--- src/hw/rtl/mct_pkg.sv ---
package mct_pkg;

  // default sizes of the slot table
  localparam int unsigned SLOTS_DEF      = 16;
  localparam int unsigned COUNT_BITS_DEF = 16;
  localparam int unsigned TAG_BITS_DEF   = 16;

  // fixed port widths
  localparam int unsigned SLOT_W    = 6;
  localparam int unsigned SECONDS_W = 16;
  localparam int unsigned TAG_IN_W  = 16;
  localparam int unsigned TAG_OUT_W = 16;

  // depth of the command queue between front and back
  localparam int unsigned QUEUE_DEPTH = 2;

  // result kinds
  localparam logic KIND_REPLY  = 1'b0;
  localparam logic KIND_EXPIRY = 1'b1;

  // action codes on the input
  typedef enum logic [1:0] {
    ACT_TICK    = 2'd0,
    ACT_ADD     = 2'd1,
    ACT_CANCEL  = 2'd2,
    ACT_RELEASE = 2'd3
  } action_e;

  // classified commands handed from front to back
  typedef enum logic [2:0] {
    OP_TICK    = 3'd0,
    OP_ADD     = 3'd1,
    OP_CANCEL  = 3'd2,
    OP_RELEASE = 3'd3,
    OP_REJECT  = 3'd4
  } op_e;

  localparam int unsigned OP_W = $bits(op_e);

  // reply status codes
  typedef enum logic [2:0] {
    ST_OK        = 3'd0,
    ST_INVALID   = 3'd1,
    ST_FULL      = 3'd2,
    ST_CANCELLED = 3'd3,
    ST_FINISHED  = 3'd4
  } status_e;

  // slot phases
  typedef enum logic [1:0] {
    PH_RUN    = 2'd0,
    PH_CANCEL = 2'd1,
    PH_DONE   = 2'd2
  } phase_e;

  // one result beat
  typedef struct packed {
    logic                 kind;
    status_e              status;
    logic [SLOT_W-1:0]    slot;
    logic [TAG_OUT_W-1:0] tag;
    logic                 last;
  } res_t;

  // plain reply to a request
  function automatic res_t reply(input status_e st);
    res_t r;
    r.kind   = KIND_REPLY;
    r.status = st;
    r.slot   = '0;
    r.tag    = '0;
    r.last   = 1'b1;
    return r;
  endfunction

endpackage

--- src/hw/rtl/mct_front.sv ---
module mct_front #(
  parameter int unsigned SLOTS      = mct_pkg::SLOTS_DEF,
  parameter int unsigned COUNT_BITS = mct_pkg::COUNT_BITS_DEF,
  parameter int unsigned TAG_BITS   = mct_pkg::TAG_BITS_DEF,
  localparam int unsigned IW        = (SLOTS > 1) ? $clog2(SLOTS) : 1
) (
  input  logic [1:0]                     action_i,
  input  logic [mct_pkg::SECONDS_W-1:0]  seconds_i,
  input  logic [mct_pkg::TAG_IN_W-1:0]   job_tag_i,
  input  logic [mct_pkg::SLOT_W-1:0]     slot_id_i,
  output mct_pkg::op_e                   op_o,
  output logic [COUNT_BITS-1:0]          count_o,
  output logic [TAG_BITS-1:0]            tag_o,
  output logic [IW-1:0]                  id_o
);

  localparam logic [31:0] CountMax = 32'((64'd1 << COUNT_BITS) - 64'd1);

  logic [31:0] sec_wide;
  logic [31:0] sec_sat;
  logic        id_oob;

  // saturate the count, trim the tag
  assign sec_wide = 32'(seconds_i);
  assign sec_sat  = (sec_wide > CountMax) ? CountMax : sec_wide;
  assign count_o  = COUNT_BITS'(sec_sat);
  assign tag_o    = TAG_BITS'(job_tag_i);

  // slot numbers past the table end are rejected here
  assign id_oob = ({1'b0, slot_id_i} >= (mct_pkg::SLOT_W + 1)'(SLOTS));
  assign id_o   = slot_id_i[IW-1:0];

  // classify the action
  always_comb begin
    unique case (mct_pkg::action_e'(action_i))
      mct_pkg::ACT_TICK:    op_o = mct_pkg::OP_TICK;
      mct_pkg::ACT_ADD:     op_o = (seconds_i == '0) ? mct_pkg::OP_REJECT : mct_pkg::OP_ADD;
      mct_pkg::ACT_CANCEL:  op_o = id_oob ? mct_pkg::OP_REJECT : mct_pkg::OP_CANCEL;
      mct_pkg::ACT_RELEASE: op_o = id_oob ? mct_pkg::OP_REJECT : mct_pkg::OP_RELEASE;
      default:              op_o = mct_pkg::OP_REJECT;
    endcase
  end

endmodule

--- src/hw/rtl/mct_fifo.sv ---
module mct_fifo #(
  parameter int unsigned W     = 8,
  parameter int unsigned DEPTH = mct_pkg::QUEUE_DEPTH
) (
  input  logic         clk_i,
  input  logic         rst_ni,
  input  logic         push_i,
  input  logic [W-1:0] wdata_i,
  input  logic         pop_i,
  output logic [W-1:0] rdata_o,
  output logic         full_o,
  output logic         empty_o
);

  localparam int unsigned PW = (DEPTH > 1) ? $clog2(DEPTH) : 1;
  localparam int unsigned CW = $clog2(DEPTH + 1);

  logic [W-1:0]  data_q [DEPTH];
  logic [PW-1:0] wptr_q, wptr_d;
  logic [PW-1:0] rptr_q, rptr_d;
  logic [CW-1:0] fill_q, fill_d;
  logic          do_push, do_pop;

  assign full_o  = (fill_q == CW'(DEPTH));
  assign empty_o = (fill_q == '0);
  assign do_push = push_i && !full_o;
  assign do_pop  = pop_i && !empty_o;
  assign rdata_o = data_q[rptr_q];

  // pointer and fill bookkeeping
  always_comb begin
    wptr_d = wptr_q;
    rptr_d = rptr_q;
    fill_d = fill_q;
    if (do_push) begin
      wptr_d = (wptr_q == PW'(DEPTH - 1)) ? '0 : wptr_q + 1'b1;
    end
    if (do_pop) begin
      rptr_d = (rptr_q == PW'(DEPTH - 1)) ? '0 : rptr_q + 1'b1;
    end
    if (do_push && !do_pop) begin
      fill_d = fill_q + 1'b1;
    end else if (do_pop && !do_push) begin
      fill_d = fill_q - 1'b1;
    end
  end

  always_ff @(posedge clk_i or negedge rst_ni) begin
    if (!rst_ni) begin
      wptr_q <= '0;
      rptr_q <= '0;
      fill_q <= '0;
    end else begin
      wptr_q <= wptr_d;
      rptr_q <= rptr_d;
      fill_q <= fill_d;
    end
  end

  // entry storage
  always_ff @(posedge clk_i) begin
    if (do_push) begin
      data_q[wptr_q] <= wdata_i;
    end
  end

endmodule

--- src/hw/rtl/mct_back.sv ---
module mct_back #(
  parameter int unsigned SLOTS      = mct_pkg::SLOTS_DEF,
  parameter int unsigned COUNT_BITS = mct_pkg::COUNT_BITS_DEF,
  parameter int unsigned TAG_BITS   = mct_pkg::TAG_BITS_DEF,
  localparam int unsigned IW        = (SLOTS > 1) ? $clog2(SLOTS) : 1
) (
  input  logic                  clk_i,
  input  logic                  rst_ni,
  input  logic                  cmd_valid_i,
  output logic                  cmd_pop_o,
  input  mct_pkg::op_e          cmd_op_i,
  input  logic [COUNT_BITS-1:0] cmd_count_i,
  input  logic [TAG_BITS-1:0]   cmd_tag_i,
  input  logic [IW-1:0]         cmd_id_i,
  output logic                  res_valid_o,
  output mct_pkg::res_t         res_o
);

  localparam int unsigned CW = $clog2(SLOTS + 1);
  localparam int unsigned EW = 2 + COUNT_BITS + TAG_BITS;

  typedef enum logic [3:0] {
    S_IDLE   = 4'b0001,
    S_TICK   = 4'b0010,
    S_ADD    = 4'b0100,
    S_CANCEL = 4'b1000
  } state_e;

  state_e state_q, state_d;

  // slot state memory: phase, count, tag
  logic [EW-1:0] mem_q [SLOTS];
  logic [EW-1:0] rd_data_q;
  logic          rd_en, wr_en;
  logic [IW-1:0] rd_addr, wr_addr;
  logic [EW-1:0] wr_data;

  mct_pkg::phase_e       rd_phase;
  logic [COUNT_BITS-1:0] rd_count, dec_count;
  logic [TAG_BITS-1:0]   rd_tag;

  logic [SLOTS-1:0]      used_q, used_d;
  logic [CW-1:0]         cnt_q, cnt_d;
  logic                  ev_vld_q, ev_vld_d;
  logic [IW-1:0]         ev_idx_q, ev_idx_d;
  logic                  pend_vld_q, pend_vld_d;
  logic [IW-1:0]         pend_slot_q, pend_slot_d;
  logic [TAG_BITS-1:0]   pend_tag_q, pend_tag_d;
  logic [IW-1:0]         cur_id_q, cur_id_d;
  logic [COUNT_BITS-1:0] cur_count_q, cur_count_d;
  logic [TAG_BITS-1:0]   cur_tag_q, cur_tag_d;
  logic                  res_vld_q, res_vld_d;
  mct_pkg::res_t         res_q, res_d;
  logic                  scan_more;

  assign rd_phase  = mct_pkg::phase_e'(rd_data_q[EW-1 -: 2]);
  assign rd_count  = rd_data_q[TAG_BITS +: COUNT_BITS];
  assign rd_tag    = rd_data_q[TAG_BITS-1:0];
  assign dec_count = (rd_count != '0) ? rd_count - COUNT_BITS'(1) : rd_count;
  assign scan_more = (cnt_q < CW'(SLOTS));

  assign res_valid_o = res_vld_q;
  assign res_o       = res_q;

  // sequencer
  always_comb begin
    state_d     = state_q;
    used_d      = used_q;
    cnt_d       = cnt_q;
    ev_vld_d    = 1'b0;
    ev_idx_d    = ev_idx_q;
    pend_vld_d  = pend_vld_q;
    pend_slot_d = pend_slot_q;
    pend_tag_d  = pend_tag_q;
    cur_id_d    = cur_id_q;
    cur_count_d = cur_count_q;
    cur_tag_d   = cur_tag_q;
    res_vld_d   = 1'b0;
    res_d       = res_q;
    rd_en       = 1'b0;
    rd_addr     = cnt_q[IW-1:0];
    wr_en       = 1'b0;
    wr_addr     = cur_id_q;
    wr_data     = rd_data_q;
    cmd_pop_o   = 1'b0;

    unique case (state_q)
      S_IDLE: begin
        if (cmd_valid_i) begin
          cmd_pop_o = 1'b1;
          unique case (cmd_op_i)
            mct_pkg::OP_TICK: begin
              cnt_d      = '0;
              pend_vld_d = 1'b0;
              state_d    = S_TICK;
            end
            mct_pkg::OP_ADD: begin
              cnt_d       = '0;
              cur_count_d = cmd_count_i;
              cur_tag_d   = cmd_tag_i;
              state_d     = S_ADD;
            end
            mct_pkg::OP_CANCEL: begin
              if (used_q[cmd_id_i]) begin
                rd_en    = 1'b1;
                rd_addr  = cmd_id_i;
                cur_id_d = cmd_id_i;
                state_d  = S_CANCEL;
              end else begin
                res_vld_d = 1'b1;
                res_d     = mct_pkg::reply(mct_pkg::ST_INVALID);
              end
            end
            mct_pkg::OP_RELEASE: begin
              res_vld_d = 1'b1;
              if (used_q[cmd_id_i]) begin
                used_d[cmd_id_i] = 1'b0;
                res_d            = mct_pkg::reply(mct_pkg::ST_OK);
              end else begin
                res_d = mct_pkg::reply(mct_pkg::ST_INVALID);
              end
            end
            default: begin
              res_vld_d = 1'b1;
              res_d     = mct_pkg::reply(mct_pkg::ST_INVALID);
            end
          endcase
        end
      end

      // one slot read per cycle, the slot read last cycle is updated
      S_TICK: begin
        if (scan_more) begin
          rd_en    = 1'b1;
          rd_addr  = cnt_q[IW-1:0];
          cnt_d    = cnt_q + 1'b1;
          ev_vld_d = 1'b1;
          ev_idx_d = cnt_q[IW-1:0];
        end
        if (ev_vld_q && used_q[ev_idx_q] && (rd_phase == mct_pkg::PH_RUN)) begin
          wr_en   = 1'b1;
          wr_addr = ev_idx_q;
          if (dec_count == '0) begin
            wr_data = {mct_pkg::PH_DONE, dec_count, rd_tag};
            // an earlier expiry goes out now, it is not the last one
            if (pend_vld_q) begin
              res_vld_d   = 1'b1;
              res_d.kind  = mct_pkg::KIND_EXPIRY;
              res_d.status = mct_pkg::ST_OK;
              res_d.slot  = mct_pkg::SLOT_W'(pend_slot_q);
              res_d.tag   = mct_pkg::TAG_OUT_W'(pend_tag_q);
              res_d.last  = 1'b0;
            end
            pend_vld_d  = 1'b1;
            pend_slot_d = ev_idx_q;
            pend_tag_d  = rd_tag;
          end else begin
            wr_data = {mct_pkg::PH_RUN, dec_count, rd_tag};
          end
        end
        if (!scan_more && !ev_vld_q) begin
          if (pend_vld_q) begin
            res_vld_d    = 1'b1;
            res_d.kind   = mct_pkg::KIND_EXPIRY;
            res_d.status = mct_pkg::ST_OK;
            res_d.slot   = mct_pkg::SLOT_W'(pend_slot_q);
            res_d.tag    = mct_pkg::TAG_OUT_W'(pend_tag_q);
            res_d.last   = 1'b1;
          end
          pend_vld_d = 1'b0;
          state_d    = S_IDLE;
        end
      end

      // walk the used bits for the lowest free slot
      S_ADD: begin
        if (!scan_more) begin
          res_vld_d = 1'b1;
          res_d     = mct_pkg::reply(mct_pkg::ST_FULL);
          state_d   = S_IDLE;
        end else if (!used_q[cnt_q[IW-1:0]]) begin
          wr_en                   = 1'b1;
          wr_addr                 = cnt_q[IW-1:0];
          wr_data                 = {mct_pkg::PH_RUN, cur_count_q, cur_tag_q};
          used_d[cnt_q[IW-1:0]]   = 1'b1;
          res_vld_d               = 1'b1;
          res_d                   = mct_pkg::reply(mct_pkg::ST_OK);
          res_d.slot              = mct_pkg::SLOT_W'(cnt_q[IW-1:0]);
          state_d                 = S_IDLE;
        end else begin
          cnt_d = cnt_q + 1'b1;
        end
      end

      // phase of the addressed slot is now in the read register
      S_CANCEL: begin
        res_vld_d = 1'b1;
        unique case (rd_phase)
          mct_pkg::PH_CANCEL: res_d = mct_pkg::reply(mct_pkg::ST_CANCELLED);
          mct_pkg::PH_DONE:   res_d = mct_pkg::reply(mct_pkg::ST_FINISHED);
          default: begin
            wr_en   = 1'b1;
            wr_addr = cur_id_q;
            wr_data = {mct_pkg::PH_CANCEL, rd_count, rd_tag};
            res_d   = mct_pkg::reply(mct_pkg::ST_OK);
          end
        endcase
        state_d = S_IDLE;
      end

      default: begin
        state_d = S_IDLE;
      end
    endcase
  end

  // control registers
  always_ff @(posedge clk_i or negedge rst_ni) begin
    if (!rst_ni) begin
      state_q    <= S_IDLE;
      used_q     <= '0;
      cnt_q      <= '0;
      ev_vld_q   <= 1'b0;
      pend_vld_q <= 1'b0;
      res_vld_q  <= 1'b0;
    end else begin
      state_q    <= state_d;
      used_q     <= used_d;
      cnt_q      <= cnt_d;
      ev_vld_q   <= ev_vld_d;
      pend_vld_q <= pend_vld_d;
      res_vld_q  <= res_vld_d;
    end
  end

  // payload registers
  always_ff @(posedge clk_i) begin
    ev_idx_q    <= ev_idx_d;
    pend_slot_q <= pend_slot_d;
    pend_tag_q  <= pend_tag_d;
    cur_id_q    <= cur_id_d;
    cur_count_q <= cur_count_d;
    cur_tag_q   <= cur_tag_d;
    res_q       <= res_d;
  end

  // slot memory, one write and one registered read per cycle
  always_ff @(posedge clk_i) begin
    if (wr_en) begin
      mem_q[wr_addr] <= wr_data;
    end
    if (rd_en) begin
      rd_data_q <= mem_q[rd_addr];
    end
  end

endmodule

--- src/hw/rtl/multi_slot_countdown_timer.sv ---
// a release or a rejected request replies from the idle state, a cancel after its slot read,
// an add after a free-slot walk (one used bit per cycle); a tick walks all slots for expiries
// one item in the back at a time; a tick holds it for a walk of every slot, bounded by
// the single read port of the slot memory that is walked one slot per cycle
// a two-entry command queue takes items while the back works; busy is high when it is full
// reset clears all slots to free and empties the queue; the receiver cannot stall results
module multi_slot_countdown_timer #(
  parameter int unsigned SLOTS      = mct_pkg::SLOTS_DEF,
  parameter int unsigned COUNT_BITS = mct_pkg::COUNT_BITS_DEF,
  parameter int unsigned TAG_BITS   = mct_pkg::TAG_BITS_DEF
) (
  input  logic                           clk_i,
  input  logic                           rst_ni,
  input  logic                           start,
  output logic                           busy,
  input  logic [1:0]                     action_i,
  input  logic [mct_pkg::SECONDS_W-1:0]  seconds_i,
  input  logic [mct_pkg::TAG_IN_W-1:0]   job_tag_i,
  input  logic [mct_pkg::SLOT_W-1:0]     slot_id_i,
  output logic                           res_valid_o,
  output logic                           kind_o,
  output logic [2:0]                     status_o,
  output logic [mct_pkg::SLOT_W-1:0]     slot_o,
  output logic [mct_pkg::TAG_OUT_W-1:0]  tag_out_o,
  output logic                           last_o
);

  localparam int unsigned IW = (SLOTS > 1) ? $clog2(SLOTS) : 1;
  localparam int unsigned QW = mct_pkg::OP_W + COUNT_BITS + TAG_BITS + IW;

  mct_pkg::op_e          f_op;
  logic [COUNT_BITS-1:0] f_count;
  logic [TAG_BITS-1:0]   f_tag;
  logic [IW-1:0]         f_id;
  logic [QW-1:0]         q_wdata, q_rdata;
  logic                  q_full, q_empty, q_pop;
  mct_pkg::res_t         res;

  // front: classify the incoming item
  mct_front #(
    .SLOTS      (SLOTS),
    .COUNT_BITS (COUNT_BITS),
    .TAG_BITS   (TAG_BITS)
  ) u_front (
    .action_i  (action_i),
    .seconds_i (seconds_i),
    .job_tag_i (job_tag_i),
    .slot_id_i (slot_id_i),
    .op_o      (f_op),
    .count_o   (f_count),
    .tag_o     (f_tag),
    .id_o      (f_id)
  );

  assign q_wdata = {f_op, f_count, f_tag, f_id};
  assign busy    = q_full;

  // command queue
  mct_fifo #(
    .W     (QW),
    .DEPTH (mct_pkg::QUEUE_DEPTH)
  ) u_queue (
    .clk_i   (clk_i),
    .rst_ni  (rst_ni),
    .push_i  (start && !q_full),
    .wdata_i (q_wdata),
    .pop_i   (q_pop),
    .rdata_o (q_rdata),
    .full_o  (q_full),
    .empty_o (q_empty)
  );

  // back: slot table and scans
  mct_back #(
    .SLOTS      (SLOTS),
    .COUNT_BITS (COUNT_BITS),
    .TAG_BITS   (TAG_BITS)
  ) u_back (
    .clk_i       (clk_i),
    .rst_ni      (rst_ni),
    .cmd_valid_i (!q_empty),
    .cmd_pop_o   (q_pop),
    .cmd_op_i    (mct_pkg::op_e'(q_rdata[QW-1 -: mct_pkg::OP_W])),
    .cmd_count_i (q_rdata[TAG_BITS + IW +: COUNT_BITS]),
    .cmd_tag_i   (q_rdata[IW +: TAG_BITS]),
    .cmd_id_i    (q_rdata[IW-1:0]),
    .res_valid_o (res_valid_o),
    .res_o       (res)
  );

  assign kind_o    = res.kind;
  assign status_o  = res.status;
  assign slot_o    = res.slot;
  assign tag_out_o = res.tag;
  assign last_o    = res.last;

endmodule

--- config.mk ---
export PLATFORM = sky130hd
export DESIGN_NAME = multi_slot_countdown_timer
export DESIGN_NICKNAME = d
export VERILOG_FILES = /design/src/hw/rtl/mct_pkg.sv /design/src/hw/rtl/mct_front.sv /design/src/hw/rtl/mct_fifo.sv /design/src/hw/rtl/mct_back.sv /design/src/hw/rtl/multi_slot_countdown_timer.sv
export SDC_FILE = /design/constraint.sdc
export NUM_CORES = 1
export LEC_CHECK = 0
export ABC_AREA = 1
export BUFFER_PORTS_ARGS = -buffer_cell sky130_fd_sc_hd__buf_2
export CAP_MARGIN = 20
export CORE_MARGIN = 2
export CORE_UTILIZATION = 35
export CTS_CLUSTER_DIAMETER = 200
export DETAILED_ROUTE_END_ITERATION = 16
export HOLD_SLACK_MARGIN = 0.12
export PLACE_DENSITY = 0.58
export SYNTH_ARGS = -nofsm -noshare
export SYNTH_HDL_FRONTEND = slang
export SYNTH_SLANG_ARGS = --single-unit
--- constraint.sdc ---
create_clock -name clk_i -period 4.6 [get_ports clk_i]
set_input_delay 0.92 -clock clk_i [delete_from_list [all_inputs] [get_ports clk_i]]
set_output_delay 0.92 -clock clk_i [all_outputs]
set_load 0.01 [all_outputs]
==> impl_metrics.tcl, run 1 <==
set metrics [dict create \
    cp.required_ns 4.93 \
    power.switching_mw 7.61 \
    synth-adder-area-share_pct 0.364 \
    final.period_utilization_pct 90.4 \
    synth.most_common_cell "nand2_1" \
    root_buffer "clkbuf_16" \
    dp_hpwl_um 55900 \
    synth_cells 3250 \
    synth_edf_count 743 \
    vdd_drop_max_mv 0.453 \
    area_growth_pct 14.9 \
    place_congestion 0.925 \
    post-route-min-period_ns 4.16 \
    drive_gt1_share_pct 9.64 \
    ys_ff_latch 775 \
    antenna_cells 0 \
    crit_fanout 24 \
    clockBufferDepth 3 \
    synth_area_um2 34400 \
    antenna_found_initial 0 \
    clock.fmax_ghz 0.241 \
    synth_area_per_cell_um2 10.6 \
    p_comb_share_pct 27.4 \
    intPower_mw 14.4 \
    fin_ws_ns 0.442 \
    outcome "finished, final reports clean" \
    grt_max_degree 112 \
    switching_share_pct 34.6 \
    dominantRegCellSynth "edfxtp_1" \
    drc 0 \
    coreArea_um2 97000 \
    netlist_top_cells_area "edfxtp_1, nand3_1, nand2_1" \
    cts_num_sinks 775 \
    port_buffers 71 \
    synth_top_family_by_area "simple AND/OR/NAND/NOR gates" \
    finalPower_mw 22.0 \
    setup_tns_ns 0 \
    tightestPinTransition_ns 1.08 \
    synth_async_sr_flop_share_pct 4.13 \
    slew_violations 0 \
    drt-total-wl_um 95400 \
    htreeDepth 3 \
    synth_compound_area_share_pct 2.67 \
    synth_warnings 0 \
    ys_seq_area_share_pct 67.3 \
    rsz0062_at_grt "false" \
    grt_pass1_vias 22500 \
    power.leakage_nw 16.0 \
    worst_setup_path_start_kind "flop" \
    critPathKind "reg -> reg" \
    cts_buffers 84 \
    setup-violations-final 0 \
    synth.area.mux_share_pct 0.0583 \
    syn_nets 3303 \
    yosys.area_share.simple_pct 21.3 \
    track_usage_pct 18.9 \
    synth_cell_type_count 49 \
    clk_pin_slew_ns 0.06 \
    clock_skew_ns 0.0361 \
    grt-ovfl-total 0 \
    critPathArrivalTime_ns 4.49 \
    worstSetupEndpointType "flop" \
    vias 23500 \
    drt_iter0_drc 2199 \
    worstRegToRegCells 16 \
    maxCapViolCount 0 \
    hold_viol 0 \
    synth_top_area_share_pct 64.9 \
    synth_xor_xnor_area_share_pct 0.382 \
    pwr-share-seq_pct 42.8 \
    first_pass_iters 8 \
    die_h_um 317 \
    die_x_um 317 \
    ios 72 \
    p_per_area_nw_per_um2 557 \
    min_path_type "in -> async" \
    core.rowCount 114 \
    start_util_pct 35.4 \
    final_antenna_net_count 0 \
    die-area_um2 101000 \
    wire_per_inst_um 20.4 \
    cts_tree "built" \
    synth_area_leader_cell "edfxtp_1" \
    clockPowerShare_pct 29.8 \
    maxSlewHeadroom_pct 28.1 \
    synthTopCellsByCount "nand2_1, edfxtp_1, nand3_1, inv_1, nand3b_1" \
    pre_cts_ws_ns 0.306 \
    final_nets 3390 \
    viasPerCell 5.02 \
    clk_latency_ns 0.66 \
    grt_pass1_wl_um 143000 \
]
[placed cells by master (no fill, tap or decap), drive strengths merged, types with 6 or more instances in the layout]
cell | netlist | layout
nand3 | 610 | 610
nor3 | 19 | 19
nand4 | 17 | 17
clkbuf | 76 | 101
o221ai | 13 | 13
clkinv | 3 | 42
edfxtp | 743 | 743
nor2 | 88 | 88
xor2 | 14 | 14
o21ai | 70 | 70
nand2 | 752 | 752
ha | 10 | 10
buf | 80 | 157
nand3b | 104 | 104
o211ai | 9 | 9
dfrtp | 31 | 31
a21oi | 29 | 29
a2bb2oi | 6 | 6
inv | 544 | 547
[routing by layer]
metal,track usage [%],part of all wire (%),up-vias
met4,5.40,2.8,0
met1,25.4,43,11600
met5,0,0,-
li1,-,-,11100
met2,31.6,49,701
met3,2.84,5.2,147
[final timing paths]
path	start	endpoint	slack, ns
max in group asynchronous	rst_ni	u_back.res_valid_o$_DFF_PN0_	3.77
min	rst_ni	u_back.used_q[7]$_DFFE_PN0P_	0.34
max	u_back.cnt_q[0]$_DFFE_PN0P_	u_back.mem_q[8][9]$_DFFE_PP_	0.44
min in group clk_i	job_tag_i[13]	u_queue.data_q[0][17]$_DFFE_PP_	0.46
max reg2reg	u_back.cnt_q[0]$_DFFE_PN0P_	u_back.mem_q[8][9]$_DFFE_PP_	0.44
min reg2reg	u_back.rd_data_q[0]$_DFFE_PP_	u_back.pend_tag_q[0]$_DFFE_PP_	0.47
[what timing repair did]
item,CTS,global route
hold buffers,0,0
buffers inserted,0,0
gates resized for setup,0,2
setup endpoints to repair,0,11
hold endpoints to repair,0,0
[power by group through the flow]
stage	combinational, mW	sequential [mW]	clock (mW)
final	6.01	9.41	6.55
after global routing	6.64	9.45	6.90
after CTS	6.01	9.42	6.65
after detailed placement	5.99	9.56	0
after global placement	5.96	9.56	0
after floorplan	3.66	9.42	0
[per-stage QoR]
| step | hold WS [ns] | area, um^2 | std cells | utilization (%) |
|---|---|---|---|---|
| after detailed placement | 0.444 | 36800 | 4525 | 37.9 |
| after CTS | 0.339 | 39400 | 4676 | 40.6 |
| final | 0.342 | 39500 | 4678 | 40.7 |
| after global placement | 0.433 | 36800 | 4523 | 37.9 |
| after floorplan | 0.423 | 34400 | 3250 | - |
| after global routing | 0.382 | 39500 | 4678 | 40.7 |
[layout make-up]
type                            count  area (um^2)
Tap cell                         1276         1600
Timing Repair Buffer              157         1330
Fill cell                        9263        57500
Clock buffer                      101         2200
Clock inverter                     50          460
Multi-Input combinational cell   1772         8720
Sequential cell                   775        23100
Inverter                          547         2050
[flip-flops by register name (all words and copies together) (netlist names), 16 cells and up]
name,cells
u_back.mem_q,544
u_back.cur_count_q,16
u_back.rd_data_q,34
u_queue.data_q,78
u_back.res_o,27
u_back.cur_tag_q,16
u_back.used_q,16
u_back.pend_tag_q,16
[worst max-delay path: stages, from the launching register on]
cell      delay [ns]
dfrtp_1         0.32
buf_4           0.22
clkinv_1        0.38
o21ai_0         0.28
nand2_1         0.08
nand2_1         0.08
nand2_1         0.05
nor2_1          0.35
nand2_1         0.09
nand2_1         0.09
nand3_1         0.23
nand2_1         0.16
o221ai_1        0.21
nor2_1          0.20
nand2_1         0.27
nor2_4          0.49
buf_12          0.29
[cell families (layout without fill, tap and decap cells)]
family | after synthesis | count (layout)
simple gates | 1599 | 1599
flops | 775 | 775
buf+inv | 703 | 855
compound gates | 146 | 146
xor+xnor | 15 | 15
fa+ha+maj | 10 | 10
mux | 2 | 2
No activity file was read; power rests on OpenSTA's default activity.
==> inputs of run 2 (changes only) <==
--- a/config.mk
+++ b/config.mk
@@ -12,6 +12,7 @@
 export CORE_UTILIZATION = 35
 export CTS_CLUSTER_DIAMETER = 200
 export DETAILED_ROUTE_END_ITERATION = 16
+export GPL_TIMING_DRIVEN = 0
 export HOLD_SLACK_MARGIN = 0.12
 export PLACE_DENSITY = 0.58
 export SYNTH_ARGS = -nofsm -noshare
==> impl_metrics.tcl, run 2 (same netlist as run 1, synthesis figures left out) <==
set metrics [dict create \
    clock.fmax_ghz 0.226 \
    clk_pin_slew_ns 0.06 \
    final_antenna_net_count 0 \
    grt_pass1_wl_um 152000 \
    start_util_pct 35.4 \
    crit_fanout 10 \
    clockBufferDepth 3 \
    setup-violations-final 0 \
    antenna_found_initial 4 \
    cts_buffers 83 \
    clk_latency_ns 0.66 \
    area_growth_pct 16.6 \
    regMostFlops "u_back.mem_q" \
    outcome "finished, final reports clean" \
    slew_violations 0 \
    top_regs "u_back.mem_q: 544 flops, u_queue.data_q: 78 flops, u_back.rd_data_q: 34 flops" \
    drt_iter0_drc 2775 \
    viasPerCell 5.14 \
    largest_reg_flops 544 \
    htreeDepth 3 \
    critPathKind "reg -> reg" \
    place_congestion 0.884 \
    drc 0 \
    power.leakage_nw 16.2 \
    critPathArrivalTime_ns 4.75 \
    grt_pass1_vias 22800 \
    clock_skew_ns 0.0593 \
    cts_tree "built" \
    worstRegToRegCells 18 \
    min_path_type "in -> async" \
    maxSlewHeadroom_pct 22.6 \
    cp.required_ns 4.92 \
    grt-ovfl-total 0 \
    vias 24700 \
    wire_per_inst_um 22.2 \
    finalPower_mw 22.8 \
    hold_viol 0 \
    p_per_area_nw_per_um2 568 \
    ios 72 \
    tightestPinTransition_ns 1.16 \
    drt-total-wl_um 106000 \
    cts_num_sinks 775 \
    vdd_drop_max_mv 0.303 \
    post-route-min-period_ns 4.43 \
    final.period_utilization_pct 96.3 \
    track_usage_pct 20.8 \
    mostFrequentLayoutCells "nand2_1, edfxtp_1, nand3_1" \
    maxCapViolCount 0 \
    root_buffer "clkbuf_16" \
    die-area_um2 101000 \
    die_h_um 317 \
    port_buffers 71 \
    drive_gt1_share_pct 10.4 \
    setup_tns_ns 0 \
    worst_setup_path_start_kind "flop" \
    final_nets 3509 \
    die_x_um 317 \
    final_common_cell "nand2_1" \
    core.rowCount 114 \
    worstSetupEndpointType "flop" \
    dp_hpwl_um 74200 \
    first_pass_iters 6 \
    grt_max_degree 33 \
    coreArea_um2 97000 \
]
## run 2: cell count changes in the layout (fill, tap and decap cells not counted), moves of 8 or more
cell,change
buf_2,+55
buf_1,+13
clkbuf_1,+73
buf_4,-38
o221ai_2,+10
o221ai_1,-10
buf_8,+8
## run 2: repair_timing
| item | in CTS | in global routing |
|---|---|---|
| endpoints found under the setup margin | 79 | 143 |
| buffers inserted | 0 | 14 |
| resized for setup | 1 | 6 |
| hold buffers | 0 | 0 |
| pin swaps | 0 | 5 |
## run 2: routing by layer
layer | up-vias | wire (um) | GRT usage, %
met5 | - | 0 | 0
met4 | 0 | 5360 | 9.61
met3 | 237 | 8460 | 3.23
met2 | 1113 | 49100 | 33.3
met1 | 12000 | 43400 | 28.0
li1 | 11300 | - | -
## run 2: area by class of cell
class	instances	area [um^2]
diodes	1	2.50
well taps	1276	1600
multi-input cells	1772	8740
fillers	9156	56900
clock inverters	53	505
clock buffers	98	2180
repair buffers	121	1180
inverters	547	2050
flip-flops and latches	775	23100
plain buffers	156	697
## run 2: worst paths after layout
check	start	to	slack (ns)
min in group clk_i	u_back.cnt_q[2]$_DFFE_PN0P_	u_back.ev_idx_q[2]$_DFFE_PP_	0.45
min reg2reg	u_back.cnt_q[2]$_DFFE_PN0P_	u_back.ev_idx_q[2]$_DFFE_PP_	0.45
min	rst_ni	u_back.used_q[9]$_DFFE_PN0P_	0.35
max reg2reg	u_queue.rptr_q$_DFFE_PN0P_	u_back.rd_data_q[20]$_DFFE_PP_	0.17
max in group asynchronous	rst_ni	u_back.state_q[3]$_DFFE_PN0P_	3.74
max	u_queue.rptr_q$_DFFE_PN0P_	u_back.rd_data_q[20]$_DFFE_PP_	0.17
## run 2: metrics by stage
stage	hold slack (ns)	std cells	setup slack (ns)	instance area, um^2	util [%]
final	0.346	4799	0.169	40100	41.3
after global placement	0.429	4597	-2.29	36300	37.4
after detailed placement	0.432	4633	-0.0752	37200	38.4
after CTS	0.349	4784	0.0450	39900	41.1
after global routing	0.384	4798	-0.0279	40100	41.3
after floorplan	0.423	3250	0.325	34400	-
## run 2: report_power, final
| group | leakage (nW) | internal [mW] | total (mW) | switching, mW |
|---|---|---|---|---|
| sequential | 7.17 | 9.02 | 9.32 | 0.295 |
| clock | 1.30 | 3.80 | 6.65 | 2.85 |
| combinational | 7.72 | 1.69 | 6.79 | 5.10 |
| total | 16.2 | 14.5 | 22.8 | 8.25 |
## run 2: critical path: stages (launching register included)
cell	delay, ns
dfrtp_1	0.45
inv_2	0.12
nand2_1	0.05
nand2_1	0.38
inv_2	0.22
nand2_1	0.12
nand2_1	0.05
nand2_1	0.06
nand2_1	0.10
inv_2	0.07
nand2_2	0.10
nand3_4	0.17
clkinv_2	0.17
o21ai_2	0.67
buf_4	0.42
buf_2	0.34
nand3_1	0.21
nand3_1	0.18
nand2_1	0.17
